[src/sv/rtnb_pkg.sv]
package rtnb_pkg;

    localparam int LEAVES_MAX = 1024;
    localparam int ADDR_W     = $clog2(LEAVES_MAX);
    localparam int CNT_W      = ADDR_W + 1;
    localparam int K_W        = CNT_W + 1;
    localparam int POS_W      = K_W + 1;
    localparam int KEY_BITS   = 32;
    localparam int PFX_W      = 8;
    localparam int IN_W       = 48;
    localparam int OUT_W      = 24;

    localparam logic [CNT_W-1:0] LEAF_COUNT_RST = CNT_W'(2);

    typedef logic signed [PFX_W-1:0] t_pfx;

    localparam t_pfx PFX_NONE = -PFX_W'(1);

    typedef enum logic [2:0] {
        SQ_IDLE,
        SQ_READ_I,
        SQ_LOAD_I,
        SQ_ISSUE,
        SQ_EVAL,
        SQ_DONE
    } t_seq_state;

    typedef enum logic [2:0] {
        PH_NEXT,
        PH_PREV,
        PH_EXPAND,
        PH_SEARCH,
        PH_NODE,
        PH_SPLIT
    } t_phase;

    typedef struct packed {
        logic              bad;
        logic [ADDR_W-1:0] node;
        logic [CNT_W-1:0]  n;
    } t_req;

    typedef struct packed {
        logic             bad;
        logic             right_is_leaf;
        logic [CNT_W-1:0] right_child;
        logic             left_is_leaf;
        logic [CNT_W-1:0] left_child;
    } t_res;

    function automatic logic [3:0] clz8(input logic [7:0] v);
        logic [3:0] r;
        r = 4'd8;
        for (int b = 0; b < 8; b++) begin
            if (v[b]) r = 4'(7 - b);
        end
        return r;
    endfunction

    function automatic logic [5:0] clz_key(input logic [KEY_BITS-1:0] v);
        logic [5:0] r;
        r = 6'(KEY_BITS);
        for (int k = 0; k < KEY_BITS / 8; k++) begin
            if (v[8*k +: 8] != 8'd0) r = 6'(8 * (KEY_BITS / 8 - 1 - k)) + {2'b00, clz8(v[8*k +: 8])};
        end
        return r;
    endfunction

endpackage

[src/sv/rtnb_prefix.sv]
module rtnb_prefix
    import rtnb_pkg::*;
(
    input  logic [KEY_BITS-1:0] i_code_a,
    input  logic [KEY_BITS-1:0] i_code_b,
    input  logic [ADDR_W-1:0]   i_idx_a,
    input  logic [ADDR_W-1:0]   i_idx_b,
    input  logic                i_outside,
    output t_pfx                o_len
);

    logic [KEY_BITS-1:0] idx_xor;
    t_pfx                eq_len;
    t_pfx                ne_len;

    assign idx_xor = {{(KEY_BITS - ADDR_W){1'b0}}, i_idx_a ^ i_idx_b};
    assign eq_len  = PFX_W'(KEY_BITS) + PFX_W'(clz_key(idx_xor));
    assign ne_len  = PFX_W'(clz_key(i_code_a ^ i_code_b));

    assign o_len = i_outside ? PFX_NONE : ((i_code_a == i_code_b) ? eq_len : ne_len);

endmodule

[src/sv/rtnb_seq.sv]
module rtnb_seq
    import rtnb_pkg::*;
(
    input  logic                i_clk,
    input  logic                i_rst_n,
    input  logic                i_start,
    input  t_req                i_req,
    input  logic                i_out_free,
    output logic                o_busy,
    output logic                o_done,
    output t_res                o_res,
    output logic                o_rd_en,
    output logic [ADDR_W-1:0]   o_rd_addr,
    input  logic [KEY_BITS-1:0] i_rd_data
);

    t_seq_state          r_state, n_state;
    t_phase              r_phase, n_phase;
    logic [ADDR_W-1:0]   r_node, n_node;
    logic [CNT_W-1:0]    r_n, n_n;
    logic                r_bad, n_bad;
    logic [KEY_BITS-1:0] r_ci, n_ci;
    logic [K_W-1:0]      r_k, n_k;
    logic                r_dneg, n_dneg;
    logic [ADDR_W-1:0]   r_pos_idx, n_pos_idx;
    logic                r_oor, n_oor;
    t_pfx                r_pa, n_pa;
    t_pfx                r_thr, n_thr;
    logic [K_W-1:0]      r_l, n_l;
    logic [K_W-1:0]      r_s, n_s;
    logic [K_W-1:0]      r_t, n_t;

    logic [POS_W-1:0]    node_p, k_p, n_p, pos;
    logic                pos_oor;
    t_pfx                plen;
    logic                gt;
    logic [K_W-1:0]      l_next, s_next, t_shr, t_ceil, l_half;
    logic [K_W-1:0]      node_k, gamma, gamma1, j_pos, lo, hi;
    logic                left_leaf, right_leaf;

    rtnb_prefix u_prefix (
        .i_code_a  (r_ci),
        .i_code_b  (i_rd_data),
        .i_idx_a   (r_node),
        .i_idx_b   (r_pos_idx),
        .i_outside (r_oor),
        .o_len     (plen)
    );

    assign node_p  = {{(POS_W - ADDR_W){1'b0}}, r_node};
    assign k_p     = {1'b0, r_k};
    assign n_p     = {{(POS_W - CNT_W){1'b0}}, r_n};
    assign pos     = r_dneg ? (node_p - k_p) : (node_p + k_p);
    assign pos_oor = pos[POS_W-1] || (pos >= n_p);

    assign gt     = plen > r_thr;
    assign l_next = gt ? (r_l + r_t) : r_l;
    assign s_next = gt ? (r_s + r_t) : r_s;
    assign t_shr  = r_t >> 1;
    assign t_ceil = (r_t + K_W'(1)) >> 1;
    assign l_half = (r_l + K_W'(1)) >> 1;

    assign node_k     = {{(K_W - ADDR_W){1'b0}}, r_node};
    assign gamma      = r_dneg ? (node_k - r_s - K_W'(1)) : (node_k + r_s);
    assign gamma1     = gamma + K_W'(1);
    assign j_pos      = r_dneg ? (node_k - r_l) : (node_k + r_l);
    assign lo         = r_dneg ? j_pos : node_k;
    assign hi         = r_dneg ? node_k : j_pos;
    assign left_leaf  = lo == gamma;
    assign right_leaf = hi == gamma1;

    always_comb begin
        if (r_bad) begin
            o_res     = '0;
            o_res.bad = 1'b1;
        end else begin
            o_res.bad           = 1'b0;
            o_res.left_is_leaf  = left_leaf;
            o_res.right_is_leaf = right_leaf;
            o_res.left_child    = left_leaf ? gamma[CNT_W-1:0] : (r_n + gamma[CNT_W-1:0]);
            o_res.right_child   = right_leaf ? gamma1[CNT_W-1:0] : (r_n + gamma1[CNT_W-1:0]);
        end
    end

    always_ff @(posedge i_clk) begin
        if (!i_rst_n) begin
            r_state <= SQ_IDLE;
            r_phase <= PH_NEXT;
        end else begin
            r_state <= n_state;
            r_phase <= n_phase;
        end
    end

    always_ff @(posedge i_clk) begin
        r_node    <= n_node;
        r_n       <= n_n;
        r_bad     <= n_bad;
        r_ci      <= n_ci;
        r_k       <= n_k;
        r_dneg    <= n_dneg;
        r_pos_idx <= n_pos_idx;
        r_oor     <= n_oor;
        r_pa      <= n_pa;
        r_thr     <= n_thr;
        r_l       <= n_l;
        r_s       <= n_s;
        r_t       <= n_t;
    end

    always_comb begin
        n_state   = r_state;
        n_phase   = r_phase;
        n_node    = r_node;
        n_n       = r_n;
        n_bad     = r_bad;
        n_ci      = r_ci;
        n_k       = r_k;
        n_dneg    = r_dneg;
        n_pos_idx = r_pos_idx;
        n_oor     = r_oor;
        n_pa      = r_pa;
        n_thr     = r_thr;
        n_l       = r_l;
        n_s       = r_s;
        n_t       = r_t;
        o_rd_en   = 1'b0;
        o_rd_addr = r_node;
        o_done    = 1'b0;

        unique case (r_state)
            SQ_IDLE: begin
                if (i_start) begin
                    n_node  = i_req.node;
                    n_n     = i_req.n;
                    n_bad   = i_req.bad;
                    n_state = i_req.bad ? SQ_DONE : SQ_READ_I;
                end
            end
            SQ_READ_I: begin
                o_rd_en = 1'b1;
                n_state = SQ_LOAD_I;
            end
            SQ_LOAD_I: begin
                n_ci    = i_rd_data;
                n_phase = PH_NEXT;
                n_k     = K_W'(1);
                n_dneg  = 1'b0;
                n_state = SQ_ISSUE;
            end
            SQ_ISSUE: begin
                o_rd_en   = !pos_oor;
                o_rd_addr = pos[ADDR_W-1:0];
                n_pos_idx = pos[ADDR_W-1:0];
                n_oor     = pos_oor;
                n_state   = SQ_EVAL;
            end
            SQ_EVAL: begin
                n_state = SQ_ISSUE;
                unique case (r_phase)
                    PH_NEXT: begin
                        n_pa    = plen;
                        n_k     = K_W'(1);
                        n_dneg  = 1'b1;
                        n_phase = PH_PREV;
                    end
                    PH_PREV: begin
                        n_dneg  = !(r_pa > plen);
                        n_thr   = (r_pa > plen) ? plen : r_pa;
                        n_k     = K_W'(2);
                        n_phase = PH_EXPAND;
                    end
                    PH_EXPAND: begin
                        if (gt) begin
                            n_k = r_k << 1;
                        end else begin
                            n_l     = '0;
                            n_t     = r_k >> 1;
                            n_k     = r_k >> 1;
                            n_phase = PH_SEARCH;
                        end
                    end
                    PH_SEARCH: begin
                        n_l = l_next;
                        n_t = t_shr;
                        if (t_shr == '0) begin
                            n_k     = l_next;
                            n_phase = PH_NODE;
                        end else begin
                            n_k = l_next + t_shr;
                        end
                    end
                    PH_NODE: begin
                        n_thr   = plen;
                        n_s     = '0;
                        n_t     = l_half;
                        n_k     = l_half;
                        n_phase = PH_SPLIT;
                        if (l_half == '0) n_state = SQ_DONE;
                    end
                    PH_SPLIT: begin
                        n_s = s_next;
                        if (r_t == K_W'(1)) begin
                            n_state = SQ_DONE;
                        end else begin
                            n_t = t_ceil;
                            n_k = s_next + t_ceil;
                        end
                    end
                    default: n_state = SQ_DONE;
                endcase
            end
            SQ_DONE: begin
                o_done = i_out_free;
                if (i_out_free) n_state = SQ_IDLE;
            end
            default: n_state = SQ_IDLE;
        endcase
    end

    assign o_busy = r_state != SQ_IDLE;

    a_start_idle: assert property (@(posedge i_clk) disable iff (!i_rst_n)
        i_start |-> r_state == SQ_IDLE)
        else $error("start while sequencer busy");

    a_eval_after_issue: assert property (@(posedge i_clk) disable iff (!i_rst_n)
        r_state == SQ_EVAL |-> $past(r_state) == SQ_ISSUE)
        else $error("evaluation without a probe");

    a_read_for_probe: assert property (@(posedge i_clk) disable iff (!i_rst_n)
        (r_state == SQ_EVAL && !r_oor) |-> $past(o_rd_en))
        else $error("probe evaluated without a code read");

    a_step_nonzero: assert property (@(posedge i_clk) disable iff (!i_rst_n)
        (r_state == SQ_ISSUE && (r_phase == PH_SEARCH || r_phase == PH_SPLIT))
            |-> r_t != '0)
        else $error("search step collapsed to zero");

endmodule

[config.mk]
export PLATFORM = sky130hd
export DESIGN_NAME = rtnb_seq
export DESIGN_NICKNAME = d
export VERILOG_FILES = /design/src/sv/rtnb_pkg.sv /design/src/sv/rtnb_prefix.sv /design/src/sv/rtnb_seq.sv
export SDC_FILE = /design/constraint.sdc
export NUM_CORES = 1
export LEC_CHECK = 0
export ABC_CLOCK_PERIOD_IN_PS = 9700
export BUFFER_PORTS_ARGS = -buffer_cell sky130_fd_sc_hd__buf_4
export CORE_MARGIN = 10
export CORE_UTILIZATION = 63
export DETAILED_ROUTE_END_ITERATION = 10
export GPL_ROUTABILITY_DRIVEN = 0
export PLACE_DENSITY = 0.79
export SYNTH_ARGS = -nofsm -noshare
export SYNTH_HDL_FRONTEND = slang
export SYNTH_SLANG_ARGS = --single-unit
[constraint.sdc]
create_clock -name i_clk -period 9.7 [get_ports i_clk]
set_clock_uncertainty 0.1 [all_clocks]
set_input_delay 0.97 -clock i_clk [delete_from_list [all_inputs] [get_ports i_clk]]
set_output_delay 0.97 -clock i_clk [all_outputs]
set_load 0.02 [all_outputs]
Word level (Yosys, flattened, before mapping)
Index checks and enable logic that the tools add are counted.
Storage, ports and cells
  register bits: 136
  logic and storage cells: 190
  output and inout bits: 38
  input bits: 58
Cells by class
  reductions and logical operators: 30
  equal/unequal tests: 24
  magnitude comparators: 3
  mux-type cells: 94
  add/subtract/negate cells: 22
  bitwise operators: 2
Operator list (count)
  $mux W4: 47
  $mux W12: 12
  $pmux W12 S2: 3
  $pmux W12 S6: 1
  $pmux W12 S4: 1
  $reduce_bool A8 Y1: 6
  $add A12 B1 Y12 const B: 3
  $mux W6: 6
  $eq A32 B32 Y1: 1
  $xor A32 B32 Y32: 1
  $mux W25: 1
  $add A10 B12 Y12: 2
  $add A12 B11 Y12: 2
  $add A12 B12 Y12: 2
  $add A5 B4 Y6 const A: 4
  $eq A12 B12 Y1: 2
  $logic_not A12 Y1: 2
  $mux W8: 3
  $sub A10 B12 Y12: 2
  $add A11 B11 Y11: 2
  $mux W11: 2
  $mux W3: 7
  $pmux W3 S6: 1
  $gt A8 B8 Y1: 2
  34 further kinds: 60

Depth between registers and ports, before layout
  depth in word-level cells: 23
  mapped depth: 37
  depth with buffers taken out: 35

By module
A second synthesis with hierarchy kept.
Second synthesis, totals
  cell total of the unflattened synthesis: 1639
  area, all modules: 14147.3 um^2
By module, submodules not included
  rtnb_seq: area each 13135.1 um^2, cells an instance 1506, instances 1
  rtnb_prefix: area each 1012.2 um^2, cells an instance 133, instances 1

Least setup slack after synthesis
No wires, ideal clock.
  path type: input to register
  start: input i_rd_data[31]
  end: register r_k[10] (data pin)
  path buffers: 2
  path slack: 2568 ps
  stages: 35
  arrival: 6766 ps
  library setup time: 266 ps
  required time: 9334 ps
  cell sequence: xnor2_1 nand2_1 nor3_1 and2_1 inv_1 nor3_1 and2_1 inv_1 o311ai_0 inv_1 ha_1 nor2b_1 o21a_1 o21a_1 o211ai_1 a211oi_1 or2_2 clkbuf_1 clkbuf_1 a21oi_1 inv_1 ha_1 inv_1 fa_1 nor2b_1 o21ai_0 a21oi_1 o21ai_0 a21boi_0 o21ai_0 a21boi_0 o31ai_1 xor2_1 a221oi_1 nor2_1
On the way
  cells in the longest elaborated chain, start to end: 11
  elaborated cells between the ends (all ways): 17
  classes of those cells: add/sub: 2; order compare: 1; eq/ne: 1; mux: 11; bitwise: 1; reduce/logical: 1
RTL lines
  start: declaration: line rtnb_seq.sv:14  | input logic [KEY_BITS-1:0] i_rd_data
  $xor A32 B32 Y32: line rtnb_prefix.sv:18  | assign ne_len = PFX_W'(clz_key(i_code_a ^ i_code_b));
  $reduce_bool A8 Y1 / $mux W4 (equally long branches): line rtnb_pkg.sv:64, rtnb_pkg.sv:55
  $mux W6: line rtnb_pkg.sv:64  | if (v[8*k +: 8] != 8'd0) r = 6'(8 * (KEY_BITS / 8 - 1 - k)) + {2'b00, clz8(v[8*k +: 8])};
  $mux W8 * (2 in a row): line rtnb_prefix.sv:20  | assign o_len = i_outside ? PFX_NONE : ((i_code_a == i_code_b) ? eq_len : ne_len);
  net plen[0]: line rtnb_seq.sv:35  | t_pfx plen;
  $gt A8 B8 Y1 *: line rtnb_seq.sv:56  | assign gt = plen > r_thr;
  $mux W12 *: line rtnb_seq.sv:57  | assign l_next = gt ? (r_l + r_t) : r_l;
  net l_next[0]: line rtnb_seq.sv:37  | logic [K_W-1:0] l_next, s_next, t_shr, t_ceil, l_half;
  $add A12 B11 Y12 *: line rtnb_seq.sv:190  | n_k = l_next + t_shr;
  $mux W12 *: line rtnb_seq.sv:186  | if (t_shr == '0) begin
  $pmux W12 S6 *: line rtnb_seq.sv:160  | unique case (r_phase)
  $pmux W12 S2 *: line rtnb_seq.sv:131  | unique case (r_state)
  end signal: assignment: line rtnb_seq.sv:100  | r_k <= n_k;
  end: declaration: line rtnb_seq.sv:23  | logic [K_W-1:0] r_k, n_k;
Mark *: on every way through the listed nets, which the timed path passes. The rest lies on a longest branch. The select of a mux whose other input is x is not followed.
A chain may end at the register's enable or synchronous reset.

Final worst setup path
Same ends and word-level chain as after synthesis.

==> impl_metrics.env <==
export IMPL_drv_cap=0
export IMPL_yosysSeqAreaShare=0.2877
export IMPL_syn_to_final_growth_pct=10.61
export IMPL_grt_max_degree=37
export IMPL_synth_nets=1813
export IMPL_grt_overflow=0
export IMPL_grt_pass1_wl_um=63170
export IMPL_period_needed_ns=8.087
export IMPL_crit_path_max_fanout=26
export IMPL_worstHoldEndpoint="r_thr[7]"
export IMPL_r2r_end="r_k[10]"
export IMPL_hold_buffers=0
export IMPL_initial_utilization=0.6380
export IMPL_clockRootBuffer="clkbuf_16"
export IMPL_synth_area_leader_cell="edfxtp_1"
export IMPL_worstRegToRegCells=33
export IMPL_wl_met1_um=16190
export IMPL_hold_viol_final=0
export IMPL_post_route_worst_setup_slack_ns=1.613
export IMPL_antenna_found_initial=0
export IMPL_setup_viol=0
export IMPL_diodes=0
export IMPL_path_class="in2reg"
export IMPL_powerDensity_mw_per_mm2=176.5
export IMPL_multi_input_area_mm2=0.009188
export IMPL_worstSetupEndpointType="flip-flop"
export IMPL_yosys_most_used_dff="edfxtp_1"
export IMPL_hold_depth=2
export IMPL_num_rows=54
export IMPL_cts_buffers=17
export IMPL_layout_nets=1880
export IMPL_slowest_stage="o311ai_0"
export IMPL_top_level_ports=96
export IMPL_synth_edf_count=129
export IMPL_synth_seq_cells=135
export IMPL_fin_tns_setup_ns=0
export IMPL_cp_top_family="compound AO/OA/AOI/OAI gates"
export IMPL_cts_tree="built"
export IMPL_p_total_mw=2.709
export IMPL_die_h_um=168.4
export IMPL_fillers=1676
export IMPL_routedWlPerCell_um=20.14
export IMPL_ys_types=85
export IMPL_netlist_instances=1609
export IMPL_port_buffers=95
export IMPL_final_cell_count_no_fill=1969
export IMPL_yosysWarningCount=0
export IMPL_syn_cell_area_mm2=0.01388
export IMPL_hold_path_startpoint="r_pa[7]"
export IMPL_worstReg2RegStart="r_ci[31]"
export IMPL_cts_setup_buffers=0
export IMPL_final_common_cell="nor2_1"
export IMPL_fmax_mhz=123.7
export IMPL_die_w_um=168.4
export IMPL_first_iter_violations=1361
export IMPL_hp_class="reg2reg"
export IMPL_layout_drive_gt1_share=0.1113
export IMPL_required_ns=9.79
export IMPL_dpl_cell_area_mm2=0.01480
export IMPL_vdd_ir_drop_max_v=0.0001128
export IMPL_vias=12470
export IMPL_clock_sinks=135
export IMPL_clkSlewWorstSetupHoldPaths_ns=0.07
export IMPL_critPathBufInv=6
export IMPL_dr_wl_met2_um=18440
export IMPL_firstDrtPassIters=6
export IMPL_worst_pin_slew_ns=1.231
export IMPL_htreeDepth=4
export IMPL_ant_nets=0
export IMPL_cpMostUsedCell="inv_1"
export IMPL_cp_startpoint="i_rd_data[31]"
export IMPL_vias_per_cell=6.334
export IMPL_critical_path_arrival_ns=8.18
export IMPL_synth_top_cells_by_area="edfxtp_1, ha_1, xnor2_1, nor2_1, a21oi_1"
export IMPL_core_area_mm2=0.02176
export IMPL_dp_final_hpwl_um=30080
export IMPL_track_usage=0.2721
export IMPL_synth_top_area_frac=0.2791
export IMPL_r2r_slack_ns=1.88
export IMPL_synth_avg_cell_area_um2=8.626
export IMPL_async_flop_share=0
export IMPL_status="completed"
export IMPL_slew_headroom=0.1730
export IMPL_cts_buffer_depth=2
export IMPL_drc_errors=0
export IMPL_seqCellArea_mm2=0.003994
export IMPL_grt_pass1_vias=12040
export IMPL_dp_cells=1937
export IMPL_wl_met3_um=3713
export IMPL_start_kind="primary input"
export IMPL_die_area_mm2=0.02837
export IMPL_rsz0062_at_grt="false"
export IMPL_drt_total_wl_um=39670
export IMPL_cpPeakStageDelay_ns=0.80
export IMPL_p_leak_nw=6.468
export IMPL_drv_slew=0
export IMPL_post_place_ws_ns=1.492
export IMPL_postCtsResizedCells=0
export IMPL_final_cell_mix="nor2_1, ha_1, nand2_1, edfxtp_1, inv_1"
export IMPL_maxUsedRoutingLayer="met4"
export IMPL_fin_crit_sh=0.8337
export IMPL_finish_instance_area_mm2=0.01535
export IMPL_clock_latency_ns=0.44
worst max path at each step:
| stage | slack, ns | cells after the start | endpoint |
|---|---|---|---|
| after floorplan | 2.57 | 35 | r_k[10] |
| after global placement | 1.95 | 34 | r_k[10] |
| after detailed placement | 1.49 | 34 | r_k[10] |
| after CTS | 1.79 | 34 | r_k[10] |
| after global routing | 0.92 | 35 | r_k[10] |
| final | 1.61 | 34 | r_k[10] |
worst reg2reg max path, delay by kind of cell, from the launching register on:
| family | cells | cell delay (ns) |
|---|---|---|
| AO/OA/AOI/OAI | 14 | 3.57 |
| AND/OR/NAND/NOR | 9 | 1.96 |
| adder cells (fa/ha/maj) | 3 | 0.77 |
| XOR/XNOR | 2 | 0.41 |
| buffers and inverters | 5 | 0.39 |
| flip-flops | 1 | 0.38 |
cell type report:
type | count | share of cell area
clock inverter | 15 | 0.008476
sequential | 135 | 0.2601
timing repair buffer | 107 | 0.05232
clock buffer | 17 | 0.02771
tap | 280 | 0.02282
inverter | 123 | 0.03007
multi-input combinational | 1292 | 0.5985
stage by stage:
stage | hold WS [ns] | util
after detailed placement | 0.4446 | 0.6801
after global placement | 0.4389 | 0.6801
after floorplan | 0.4032 | -
after global routing | 0.5127 | 0.7057
after CTS | 0.4604 | 0.7057
final | 0.4629 | 0.7057
synthesized netlist by cell type (7+ instances only):
cell type and count:
a211oi_1 17, a21boi_0 11, a21o_1 17, a21oi_1 116, a31oi_1 10, and2_1 26
and3_1 15, buf_1 8, buf_2 7, clkbuf_1 42, edfxtp_1 129, fa_1 10
ha_1 136, inv_1 119, mux2_2 20, mux2i_1 33, nand2_1 130, nand2b_1 14
nand3_1 27, nand4_1 10, nor2_1 168, nor2b_1 32, nor3_1 31, nor4_1 10
o211ai_1 11, o21a_1 22, o21ai_0 98, o21bai_1 17, o22ai_1 10, o31ai_1 17
or3_1 9, xnor2_1 109, xor2_1 65
metal layers:
metal,vias up,global-route usage
li1,5881,-
met3,103,0.04424
met4,0,0.09387
met5,-,0
met2,623,0.4503
met1,5865,0.3528
report_power, final:
group,internal [mW],switching [mW]
combinational,0.546,0.733
clock,0.336,0.295
sequential,0.719,0.0799
total,1.60,1.11
kinds of logic after synthesis:
group,Yosys count,synth area share
compound gates,408,0.1871
simple gates,500,0.1710
flops,135,0.2877
xor+xnor,185,0.1265
mux,53,0.04003
fa+ha+maj,146,0.1370
buf+inv,182,0.05066
registers in the layout, indices dropped and copies added, names as in the netlist:
name,flops
r_oor,1
r_bad,1
r_s,12
r_ci,32
r_phase,3
r_t,11
r_state,3
r_node,10
r_l,12
r_thr,8
r_n,11
r_pos_idx,10
r_pa,8
r_dneg,1
r_k,12
Power figures use the tool's default switching activity.
